<file path="src/hdl/lcg_keystream_xor_cipher_top_assert.svh">
// Assertion macros for the LCG keystream XOR cipher.
// Included by the top level; no other dependencies.
`ifndef LCG_KEYSTREAM_XOR_CIPHER_TOP_ASSERT_SVH
`define LCG_KEYSTREAM_XOR_CIPHER_TOP_ASSERT_SVH
`ifndef SYNTHESIS
// Same-cycle implication, checked out of reset.
`define LCGX_ASSERT_NOW(label, clk, rst_n, ante, cons, msg) \
    label: assert property (@(posedge clk) disable iff (!rst_n) (ante) |-> (cons)) \
        else $error(msg);
// Next-cycle implication, checked out of reset.
`define LCGX_ASSERT_NEXT(label, clk, rst_n, ante, cons, msg) \
    label: assert property (@(posedge clk) disable iff (!rst_n) (ante) |=> (cons)) \
        else $error(msg);
`else
`define LCGX_ASSERT_NOW(label, clk, rst_n, ante, cons, msg)
`define LCGX_ASSERT_NEXT(label, clk, rst_n, ante, cons, msg)
`endif
`endif

</file>
<file path="src/hdl/lcgx_pkg.sv">
// Shared types and constants for the LCG keystream XOR cipher.
// No dependencies; used by the interfaces, the divider and the top level.
package lcgx_pkg;

    typedef logic [7:0]  byte_t;
    typedef logic [31:0] word_t;

    // Register reset values.
    localparam word_t SEED_RESET       = 32'h1337_1337;
    localparam word_t MULTIPLIER_RESET = 32'd48271;
    localparam word_t INCREMENT_RESET  = 32'd0;
    localparam word_t MODULUS_RESET    = 32'd2147483647;

    // Register indexes (byte address divided by four).
    localparam logic [1:0] REG_SEED       = 2'd0;
    localparam logic [1:0] REG_MULTIPLIER = 2'd1;
    localparam logic [1:0] REG_INCREMENT  = 2'd2;
    localparam logic [1:0] REG_MODULUS    = 2'd3;

    // Request into the remainder unit.
    typedef struct packed {
        logic  start;
        word_t dividend;
        word_t divisor;
    } div_req_t;

    // Response from the remainder unit.
    typedef struct packed {
        logic  done;
        word_t remainder;
    } div_rsp_t;

endpackage

</file>
<file path="src/hdl/lcgx_if.sv">
// Valid/ready stream interfaces for the cipher's input and output channels.
// Depends on lcgx_pkg for the payload types.
interface lcgx_in_if;
    logic            valid;
    logic            ready;
    lcgx_pkg::byte_t byte_in;
    logic            first;

    modport source (output valid, byte_in, first, input ready);
    modport sink (input valid, byte_in, first, output ready);
endinterface

interface lcgx_out_if;
    logic            valid;
    logic            ready;
    lcgx_pkg::byte_t byte_out;

    modport source (output valid, byte_out, input ready);
    modport sink (input valid, byte_out, output ready);
endinterface

</file>
<file path="src/hdl/lcgx_divu.sv">
// Iterative restoring remainder unit: one quotient bit per cycle.
// Depends on lcgx_pkg for the request and response structs.
module lcgx_divu (
    input  logic               clk,
    input  logic               rst_n,
    input  lcgx_pkg::div_req_t req,
    output lcgx_pkg::div_rsp_t rsp
);

    logic            busy_reg;
    logic            done_reg;
    logic [4:0]      cnt_reg;
    lcgx_pkg::word_t quo_reg;
    lcgx_pkg::word_t rem_reg;
    lcgx_pkg::word_t den_reg;

    logic [32:0]     trial;
    logic [32:0]     diff;
    logic            ge;
    lcgx_pkg::word_t rem_next;

    // One restoring step: shift in the next dividend bit, subtract if it fits.
    always_comb
    begin
        trial    = {rem_reg, quo_reg[31]};
        diff     = trial - {1'b0, den_reg};
        ge       = (trial >= {1'b0, den_reg});
        rem_next = ge ? diff[31:0] : trial[31:0];
    end

    // Control: busy for 32 steps, then a one-cycle done pulse.
    always_ff @(posedge clk or negedge rst_n)
    begin
        if (!rst_n)
        begin
            busy_reg <= 1'b0;
            done_reg <= 1'b0;
            cnt_reg  <= 5'd0;
        end
        else
        begin
            done_reg <= 1'b0;
            if (req.start)
            begin
                busy_reg <= 1'b1;
                cnt_reg  <= 5'd31;
            end
            else if (busy_reg)
            begin
                cnt_reg <= cnt_reg - 5'd1;
                if (cnt_reg == 5'd0)
                begin
                    busy_reg <= 1'b0;
                    done_reg <= 1'b1;
                end
            end
        end
    end

    // Datapath: dividend shifts out MSB first while the remainder builds up.
    always_ff @(posedge clk)
    begin
        if (req.start)
        begin
            quo_reg <= req.dividend;
            rem_reg <= 32'd0;
            den_reg <= req.divisor;
        end
        else if (busy_reg)
        begin
            quo_reg <= {quo_reg[30:0], 1'b0};
            rem_reg <= rem_next;
        end
    end

    assign rsp.done      = done_reg;
    assign rsp.remainder = rem_reg;

endmodule

</file>
<file path="src/hdl/lcg_keystream_xor_cipher_top.sv">
// Top level of the LCG keystream XOR cipher: APB registers, sequencer, key datapath.
// Depends on lcgx_pkg, lcgx_in_if/lcgx_out_if, lcgx_divu and the assertion header.
//
//   Channel      Dir   Handshake               Payload
//   in_stream    in    valid/ready             byte_in[7:0], first
//   out_stream   out   valid/ready             byte_out[7:0]
//   APB          in    psel/penable/pready     paddr[3:0], pwdata[31:0], prdata[31:0]
//
// A transaction on in_stream is accepted only in the idle state; its result is
// registered at once. The key update then runs one multiply, one add, 32 steps
// of the remainder unit and one write-back, and no new byte is accepted until it
// has finished; the divider loop is its longest part. A zero modulus skips the
// division. A stalled out_stream holds the next acceptance until its result
// leaves. Reset loads the register defaults and sets the key to the seed default.
`include "lcg_keystream_xor_cipher_top_assert.svh"

module lcg_keystream_xor_cipher_top (
    input  logic                    clk,
    input  logic                    rst_n,
    lcgx_in_if.sink                 in_stream,
    lcgx_out_if.source              out_stream,
    input  logic                    psel,
    input  logic                    penable,
    input  logic                    pwrite,
    input  logic [3:0]              paddr,
    input  logic [31:0]             pwdata,
    output logic [31:0]             prdata,
    output logic                    pready
);

    typedef enum logic [3:0] {
        ST_IDLE = 4'b0001,
        ST_MUL  = 4'b0010,
        ST_ADD  = 4'b0100,
        ST_DIV  = 4'b1000
    } state_t;

    state_t          state_reg;
    lcgx_pkg::word_t seed_reg;
    lcgx_pkg::word_t multiplier_reg;
    lcgx_pkg::word_t increment_reg;
    lcgx_pkg::word_t modulus_reg;
    lcgx_pkg::word_t key_reg;
    lcgx_pkg::word_t prod_reg;
    logic            out_valid_reg;
    lcgx_pkg::byte_t out_byte_reg;

    logic            cfg_wr;
    logic [1:0]      cfg_idx;
    logic            in_fire;
    lcgx_pkg::word_t key_use;
    lcgx_pkg::word_t prod_next;
    lcgx_pkg::word_t sum;
    lcgx_pkg::div_req_t div_req;
    lcgx_pkg::div_rsp_t div_rsp;

    // APB write decode; the port never waits.
    assign pready  = 1'b1;
    assign cfg_wr  = psel && penable && pwrite;
    assign cfg_idx = paddr[3:2];

    always_ff @(posedge clk or negedge rst_n)
    begin
        if (!rst_n)
        begin
            seed_reg       <= lcgx_pkg::SEED_RESET;
            multiplier_reg <= lcgx_pkg::MULTIPLIER_RESET;
            increment_reg  <= lcgx_pkg::INCREMENT_RESET;
            modulus_reg    <= lcgx_pkg::MODULUS_RESET;
        end
        else if (cfg_wr)
        begin
            case (cfg_idx)
                lcgx_pkg::REG_SEED:       seed_reg       <= pwdata;
                lcgx_pkg::REG_MULTIPLIER: multiplier_reg <= pwdata;
                lcgx_pkg::REG_INCREMENT:  increment_reg  <= pwdata;
                lcgx_pkg::REG_MODULUS:    modulus_reg    <= pwdata;
                default:                  ;
            endcase
        end
    end

    // APB read mux.
    always_comb
    begin
        case (cfg_idx)
            lcgx_pkg::REG_SEED:       prdata = seed_reg;
            lcgx_pkg::REG_MULTIPLIER: prdata = multiplier_reg;
            lcgx_pkg::REG_INCREMENT:  prdata = increment_reg;
            lcgx_pkg::REG_MODULUS:    prdata = modulus_reg;
            default:                  prdata = 32'd0;
        endcase
    end

    // Input acceptance: idle, and the output register free or emptying now.
    assign in_stream.ready = (state_reg == ST_IDLE) && (!out_valid_reg || out_stream.ready);
    assign in_fire         = in_stream.valid && in_stream.ready;
    assign key_use         = in_stream.first ? seed_reg : key_reg;

    // Key arithmetic: low word of the product, then the wrapped sum.
    assign prod_next = multiplier_reg * key_reg;
    assign sum       = prod_reg + increment_reg;

    // Divider request is issued from the add step when the modulus is nonzero.
    assign div_req.start    = (state_reg == ST_ADD) && (modulus_reg != 32'd0);
    assign div_req.dividend = sum;
    assign div_req.divisor  = modulus_reg;

    lcgx_divu u_divu (
        .clk   (clk),
        .rst_n (rst_n),
        .req   (div_req),
        .rsp   (div_rsp)
    );

    // Sequencer and key register.
    always_ff @(posedge clk or negedge rst_n)
    begin
        if (!rst_n)
        begin
            state_reg <= ST_IDLE;
            key_reg   <= lcgx_pkg::SEED_RESET;
        end
        else
        begin
            case (state_reg)
                ST_IDLE:
                begin
                    if (in_fire)
                    begin
                        key_reg   <= key_use;
                        state_reg <= ST_MUL;
                    end
                end
                ST_MUL:
                begin
                    state_reg <= ST_ADD;
                end
                ST_ADD:
                begin
                    if (modulus_reg == 32'd0)
                    begin
                        key_reg   <= sum;
                        state_reg <= ST_IDLE;
                    end
                    else
                    begin
                        state_reg <= ST_DIV;
                    end
                end
                ST_DIV:
                begin
                    if (div_rsp.done)
                    begin
                        key_reg   <= div_rsp.remainder;
                        state_reg <= ST_IDLE;
                    end
                end
                default:
                begin
                    state_reg <= ST_IDLE;
                end
            endcase
        end
    end

    // Product register sits between the multiplier and the adder.
    always_ff @(posedge clk)
    begin
        if (state_reg == ST_MUL)
        begin
            prod_reg <= prod_next;
        end
    end

    // Output register: result is formed at acceptance with the key in use.
    always_ff @(posedge clk or negedge rst_n)
    begin
        if (!rst_n)
        begin
            out_valid_reg <= 1'b0;
        end
        else if (in_fire)
        begin
            out_valid_reg <= 1'b1;
        end
        else if (out_stream.ready)
        begin
            out_valid_reg <= 1'b0;
        end
    end

    always_ff @(posedge clk)
    begin
        if (in_fire)
        begin
            out_byte_reg <= in_stream.byte_in ^ key_use[7:0];
        end
    end

    assign out_stream.valid    = out_valid_reg;
    assign out_stream.byte_out = out_byte_reg;

    // Checks on the sequencer and the divider handoff.
    `LCGX_ASSERT_NEXT(a_accept_starts_mul, clk, rst_n, in_fire, (state_reg == ST_MUL) && out_valid_reg, "accepted transaction did not start the key update")
    `LCGX_ASSERT_NOW(a_div_done_in_div, clk, rst_n, div_rsp.done, state_reg == ST_DIV, "divider finished outside the divide state")
    `LCGX_ASSERT_NOW(a_div_start_nonzero, clk, rst_n, div_req.start, modulus_reg != 32'd0, "divider started with a zero modulus")

endmodule

</file>
<file path="src/flat_wrapper.sv">
// flat-port wrapper written by rule: the top's interface ports become plain ports
module lcg_keystream_xor_cipher_top_flat 
  (clk, rst_n, psel, penable, pwrite, paddr, pwdata, prdata, pready, in_stream_valid, in_stream_byte_in, in_stream_first, in_stream_ready, out_stream_valid, out_stream_byte_out, out_stream_ready);
  lcgx_in_if in_stream_i ();
  lcgx_out_if out_stream_i ();
  input  logic clk;
  input  logic rst_n;
  input  logic psel;
  input  logic penable;
  input  logic pwrite;
  input  logic [3:0] paddr;
  input  logic [31:0] pwdata;
  output logic [31:0] prdata;
  output logic pready;
  input wire logic [$bits(in_stream_i.valid)-1:0] in_stream_valid;
  input wire logic [$bits(in_stream_i.byte_in)-1:0] in_stream_byte_in;
  input wire logic [$bits(in_stream_i.first)-1:0] in_stream_first;
  output wire logic [$bits(in_stream_i.ready)-1:0] in_stream_ready;
  output wire logic [$bits(out_stream_i.valid)-1:0] out_stream_valid;
  output wire logic [$bits(out_stream_i.byte_out)-1:0] out_stream_byte_out;
  input wire logic [$bits(out_stream_i.ready)-1:0] out_stream_ready;
  assign in_stream_i.valid = in_stream_valid;
  assign in_stream_i.byte_in = in_stream_byte_in;
  assign in_stream_i.first = in_stream_first;
  assign in_stream_ready = in_stream_i.ready;
  assign out_stream_valid = out_stream_i.valid;
  assign out_stream_byte_out = out_stream_i.byte_out;
  assign out_stream_i.ready = out_stream_ready;
  lcg_keystream_xor_cipher_top u_core (.clk(clk), .rst_n(rst_n), .in_stream(in_stream_i), .out_stream(out_stream_i), .psel(psel), .penable(penable), .pwrite(pwrite), .paddr(paddr), .pwdata(pwdata), .prdata(prdata), .pready(pready));
endmodule
</file>
<file path="config.mk">
export PLATFORM = sky130hd
export DESIGN_NAME = lcg_keystream_xor_cipher_top_flat
export DESIGN_NICKNAME = d
export VERILOG_FILES = /design/src/hdl/lcgx_pkg.sv /design/src/hdl/lcgx_if.sv /design/src/hdl/lcgx_divu.sv /design/src/hdl/lcg_keystream_xor_cipher_top.sv /design/src/flat_wrapper.sv
export VERILOG_INCLUDE_DIRS = /design/src /design/src/hdl
export SDC_FILE = /design/constraint.sdc
export NUM_CORES = 2
export LEC_CHECK = 0
export BUFFER_PORTS_ARGS = -buffer_cell sky130_fd_sc_hd__buf_2
export CORE_MARGIN = 5
export CORE_UTILIZATION = 50
export CTS_CLUSTER_DIAMETER = 100
export CTS_CLUSTER_SIZE = 20
export DETAILED_ROUTE_END_ITERATION = 10
export GPL_TIMING_DRIVEN = 0
export PLACE_DENSITY = 0.66
export SYNTH_ARGS = -nofsm -noshare
export SYNTH_HDL_FRONTEND = slang
export SYNTH_SLANG_ARGS = --single-unit
</file>
<file path="constraint.sdc">
create_clock -name clk -period 18.7 [get_ports clk]
set_input_delay 0.935 -clock clk [delete_from_list [all_inputs] [get_ports clk]]
set_output_delay 0.935 -clock clk [all_outputs]
set_load 0.005 [all_outputs]
</file>
-- Yosys cells after proc, flatten, opt, wreduce, memory -nomap -nowiden
Cells that the tools add are included.
- word-level logic and storage cells: 77
- bits in registers: 308
- input port bits: 52
- add/sub/neg operators: 3
- muxes and demuxes: 23
- reduce and logical (&&, ||, !) cells: 21
- bitwise operators: 1
- equality and inequality tests: 11
- magnitude comparators: 1
- multipliers: 1
- operator list (operator ; count):
    $mux 32 ; 7
    $pmux 32 s4 ; 1
    $pmux 32 s3 ; 1
    $ge 33x32->1 ; 1
    $add 32x32->32 ; 1
    $logic_not 32->1 ; 1
    $mul 32x32->32 ; 1
    $reduce_bool 32->1 ; 1
    $sub 32x32->32 ; 1
    $pmux 4 s4 ; 1
    $mux 4 ; 3
    $mux 5 ; 2
    $reduce_and 2->1 ; 5
    $mux 1 ; 8
    $xor 8x8->8 ; 1
    $ne 2x2->1 const B ; 3
    $logic_and 1x1->1 ; 5
    $logic_not 5->1 ; 1
    $reduce_and 5->1 ; 1
    $sub 5x1->5 const B ; 1
    $eq 2x2->1 const B ; 2
    $eq 4x1->1 const B ; 1
    $eq 4x2->1 const B ; 1
    $eq 4x3->1 const B ; 1
    9 further kinds ; 10

-- Longest topological paths before layout
- word-level depth: 6
- depth in mapped cells: 27
- gate-level depth less buffers: 25

-- Hierarchy
From an unflattened synthesis, not the netlist that was laid out.
- cells, all modules: 3187
- area, all modules: 32250.9 µm²
- by module, submodules not included (module ; area each (µm²) ; cells an instance ; seq. area each (µm²) ; times used):
    lcg_keystream_xor_cipher_top ; 26126.3 ; 2561 ; 5422.7 ; 1
    lcgx_divu ; 6124.6 ; 626 ; 2737.6 ; 1

-- Worst setup path after synthesis
Ideal clock, no wire load.
- kind: reg-to-reg
- start point: reg u_core.multiplier_reg[13]
- end point: reg u_core.prod_reg[31], data pin
- data arrival time: 7.022 ns
- path buffers: 2
- required time: 18.440 ns
- library setup time: 0.260 ns
- path slack: 11.418 ns
- period minus slack after synthesis: 7.282 ns
- cell stages (with the launch flop): 26
- path through: dfstp_2 -> clkbuf_1 -> clkbuf_1 -> and2_1 -> fa_1 -> fa_1 -> fa_1 -> inv_1 -> fa_1 -> inv_1 -> fa_1 -> inv_1 -> fa_1 -> inv_1 -> fa_1 -> fa_1 -> ha_1 -> a21oi_1 -> inv_1 -> o2111a_1 -> a21boi_1 -> o221a_2 -> o41ai_2 -> o2111ai_1 -> a21oi_1 -> xnor2_1
- longest elaborated chain between the ends: 1
- ends and longest elaborated chain (item ; line ; text):
    start: declaration ; lcg_keystream_xor_cipher_top.sv:40 ; lcgx_pkg::word_t multiplier_reg;
    start signal: assignment ; lcg_keystream_xor_cipher_top.sv:67 ; multiplier_reg <= lcgx_pkg::MULTIPLIER_RESET;
    start signal: assignment ; lcg_keystream_xor_cipher_top.sv:75 ; lcgx_pkg::REG_MULTIPLIER: multiplier_reg <= pwdata;
    $mul 32x32->32 ; lcg_keystream_xor_cipher_top.sv:101 ; assign prod_next = multiplier_reg * key_reg;
    net u_core.prod_next[31] ; lcg_keystream_xor_cipher_top.sv:52 ; lcgx_pkg::word_t prod_next;
    end signal: assignment ; lcg_keystream_xor_cipher_top.sv:172 ; prod_reg <= prod_next;
    end: declaration ; lcg_keystream_xor_cipher_top.sv:44 ; lcgx_pkg::word_t prod_reg;
The timed path passes the listed nets, and every way through them passes these cells.
A chain may end at the register's enable or synchronous reset.

-- Final worst setup path
- start point: reg u_core.key_reg[4]
- end point: reg u_core.prod_reg[31], data pin
- longest elaborated chain between the ends: 1
- ends and longest elaborated chain (item ; line ; text):
    start: declaration ; lcg_keystream_xor_cipher_top.sv:43 ; lcgx_pkg::word_t key_reg;
    start signal: assignment ; lcg_keystream_xor_cipher_top.sv:122 ; key_reg <= lcgx_pkg::SEED_RESET;
    start signal: assignment ; lcg_keystream_xor_cipher_top.sv:131 ; key_reg <= key_use;
    start signal: assignment ; lcg_keystream_xor_cipher_top.sv:143 ; key_reg <= sum;
    $mul 32x32->32 ; lcg_keystream_xor_cipher_top.sv:101 ;
    net u_core.prod_next[31] ; lcg_keystream_xor_cipher_top.sv:52 ;
The timed path passes the listed nets, and every way through them passes these cells.

==> impl_metrics.env <==
export IMPL_status="completed"
export IMPL_cts_htree_levels=1
export IMPL_placed_area_um2=33560
export IMPL_nets=3891
export IMPL_ioPinCount=95
export IMPL_synth_area_leader_cell="fa_1"
export IMPL_ant_nets=0
export IMPL_finalCritPeriodShare=0.4795
export IMPL_worstMarginPinSlew_ps=1422
export IMPL_dp_hpwl_um=88440
export IMPL_worst_path_most_repeated_cell="fa_1"
export IMPL_critical_path_class="reg2reg"
export IMPL_grt_ovfl_total=0
export IMPL_finalInstanceArea_um2=34200
export IMPL_synth_distinct_cells=80
export IMPL_num_rows=92
export IMPL_syn_area_per_cell_um2=10.23
export IMPL_antenna_found_initial=3
export IMPL_required_ps=18990
export IMPL_die_w_um=262.8
export IMPL_fmax_ghz=0.1115
export IMPL_relSlewSlack=0.04943
export IMPL_hold_viol_final=0
export IMPL_synth_edf_count=104
export IMPL_reg2reg_to="u_core.prod_reg[31]"
export IMPL_critPathLaunchType="flip-flop"
export IMPL_grt_usage=0.3079
export IMPL_grt_pass1_vias=25500
export IMPL_syn_inst=3123
export IMPL_cts_tree="built"
export IMPL_grt_pass1_wl_um=161600
export IMPL_holdBufCountCts=0
export IMPL_post_cts_resize_count=0
export IMPL_yosys_top_cells_count="435 x inv_1, 410 x fa_1, 335 x and2_1, 303 x nand2_1, 188 x ha_1"
export IMPL_ys_top_cells_by_area="fa_1 26%, edfxtp_1 9.8%, dfrtp_1 7.7%"
export IMPL_die_area_um2=69040
export IMPL_cts_sinks=308
export IMPL_cts_max_path_buffers=3
export IMPL_drv_cap=0
export IMPL_portBuffers=89
export IMPL_drv_slew=0
export IMPL_die_h_um=262.8
export IMPL_routed_wl_um=108300
export IMPL_core_area_um2=63200
export IMPL_grt_setup_unrepaired="false"
export IMPL_tns_ps=0
export IMPL_area_delta_synth_final_pct=7.066
export IMPL_async_flop_share=0.5584
export IMPL_period_needed_ps=8968
export IMPL_postCtsSetupBuffers=0
export IMPL_whs_ps=271.3
export IMPL_drc=0
export IMPL_synthFlopType="edfxtp_1"
export IMPL_layout_drive_gt1_share=0.1232
export IMPL_dr_pass1_iters=6
export IMPL_clk_pin_slew_ps=90
export IMPL_yosysMostFrequentCell="inv_1"
export IMPL_worstSkewPairLatency_ps=550
export IMPL_netlist_area_um2=31940
export IMPL_r2r_start="u_core.key_reg[4]"
export IMPL_synth_seq_cells=308
export IMPL_crit_arrival_ps=9260
export IMPL_synth_warnings=0
export IMPL_crit_fanout=10
export IMPL_crit_path_max_incr_delay_ps=730
export IMPL_rrSetupSlack_ps=9730
export IMPL_yosysTopAreaCellShare=0.2570
export IMPL_syn_nets=3773
export IMPL_r2r_cells=25
export IMPL_gp_congestion=0.9954
export IMPL_seq_area_frac_synth=0.2555
export IMPL_dr_total_vias=24380
export IMPL_drt_wirelength_per_cell_um=26.39
export IMPL_setup_viol=0
export IMPL_cp_slowest_cell="clkbuf_1"
export IMPL_grt_max_degree=127
export IMPL_drt_iter0_drc=2143
export IMPL_cts_buffers=20
export IMPL_cts_root_buf="clkbuf_16"
export IMPL_start_util=0.5054
export IMPL_fin_worst_skew_ps=21.42
export IMPL_end_kind="flip-flop"
export IMPL_hold_path_class="in2async"
export IMPL_via_per_inst=5.940
-- metrics by stage --
step,utilization,cells,setup slack [ps]
after floorplan,-,3123,11420
after global placement,0.5292,4058,8752
after detailed placement,0.5310,4065,9785
after CTS,0.5410,4101,9769
after global routing,0.5410,4101,9451
final,0.5412,4104,9732
-- worst max-delay path, delay by kind of cell, from the launching register on --
family / cells / cell delay, ps
buf+inv: 6 / 1520
simple gates: 2 / 330
xor+xnor: 1 / 130
compound gates: 7 / 1840
fa+ha+maj: 9 / 4250
flops: 1 / 630
-- placed cells by master, fill, tap and decap left out, types with 70 or more instances in the layout --
| cell | netlist | layout |
|---|---|---|
| mux2_2 | 137 | 137 |
| nor2_1 | 78 | 78 |
| dfrtp_1 | 98 | 98 |
| fa_1 | 410 | 410 |
| xnor2_1 | 108 | 108 |
| nand2_1 | 303 | 303 |
| ha_1 | 188 | 188 |
| a21oi_1 | 70 | 70 |
| and2_1 | 335 | 335 |
| inv_1 | 435 | 434 |
| dfstp_2 | 74 | 74 |
| buf_2 | 5 | 95 |
| clkbuf_1 | 147 | 158 |
| edfxtp_1 | 104 | 104 |
| o21ai_0 | 111 | 111 |
-- how the worst max path moves through the flow --
stage	from	end	slack (ps)	cells past startpoint
2_1_floorplan	u_core.multiplier_reg[13]	u_core.prod_reg[31]	11420	25
3_3_place_gp	u_core.multiplier_reg[3]	u_core.prod_reg[30]	8750	24
3_5_place_dp	u_core.key_reg[4]	u_core.prod_reg[31]	9790	25
4_1_cts	u_core.key_reg[4]	u_core.prod_reg[31]	9770	25
5_1_grt	u_core.key_reg[5]	u_core.prod_reg[31]	9450	25
6_report	u_core.key_reg[4]	u_core.prod_reg[31]	9730	25
-- cell type report --
class | count | area, um^2
Fill cell | 5728 | 29000
Inverter | 436 | 1637
Tap cell | 846 | 1059
Buffer | 167 | 660.6
Multi-Input combinational cell | 2212 | 21500
Clock buffer | 32 | 566.8
Clock inverter | 4 | 68.82
Antenna cell | 3 | 7.507
Sequential cell | 308 | 8160
Timing Repair Buffer | 96 | 541.8
-- per-layer routing --
layer,vias up,part of all wire,track usage
met5,-,0,0
met4,0,0.068,0.1622
met3,298,0.086,0.05383
met2,1189,0.46,0.5034
met1,12450,0.38,0.3941
li1,10440,-,-
-- kinds of logic (layout without fill, tap and decap cells) --
| kind of cell | Yosys count | count (layout) | synth area share |
|---|---|---|---|
| xor+xnor | 148 | 148 | 0.04058 |
| fa+ha+maj | 598 | 598 | 0.3306 |
| other cells | 1 | 4 | 0.0001174 |
| mux | 178 | 178 | 0.07368 |
| compound gates | 412 | 412 | 0.08692 |
| flops | 308 | 308 | 0.2555 |
| buf+inv | 603 | 735 | 0.07188 |
| simple gates | 875 | 875 | 0.1407 |
Power is not shown: default switching activity piles up to over one toggle a cycle in this logic, so the estimate is an artifact.
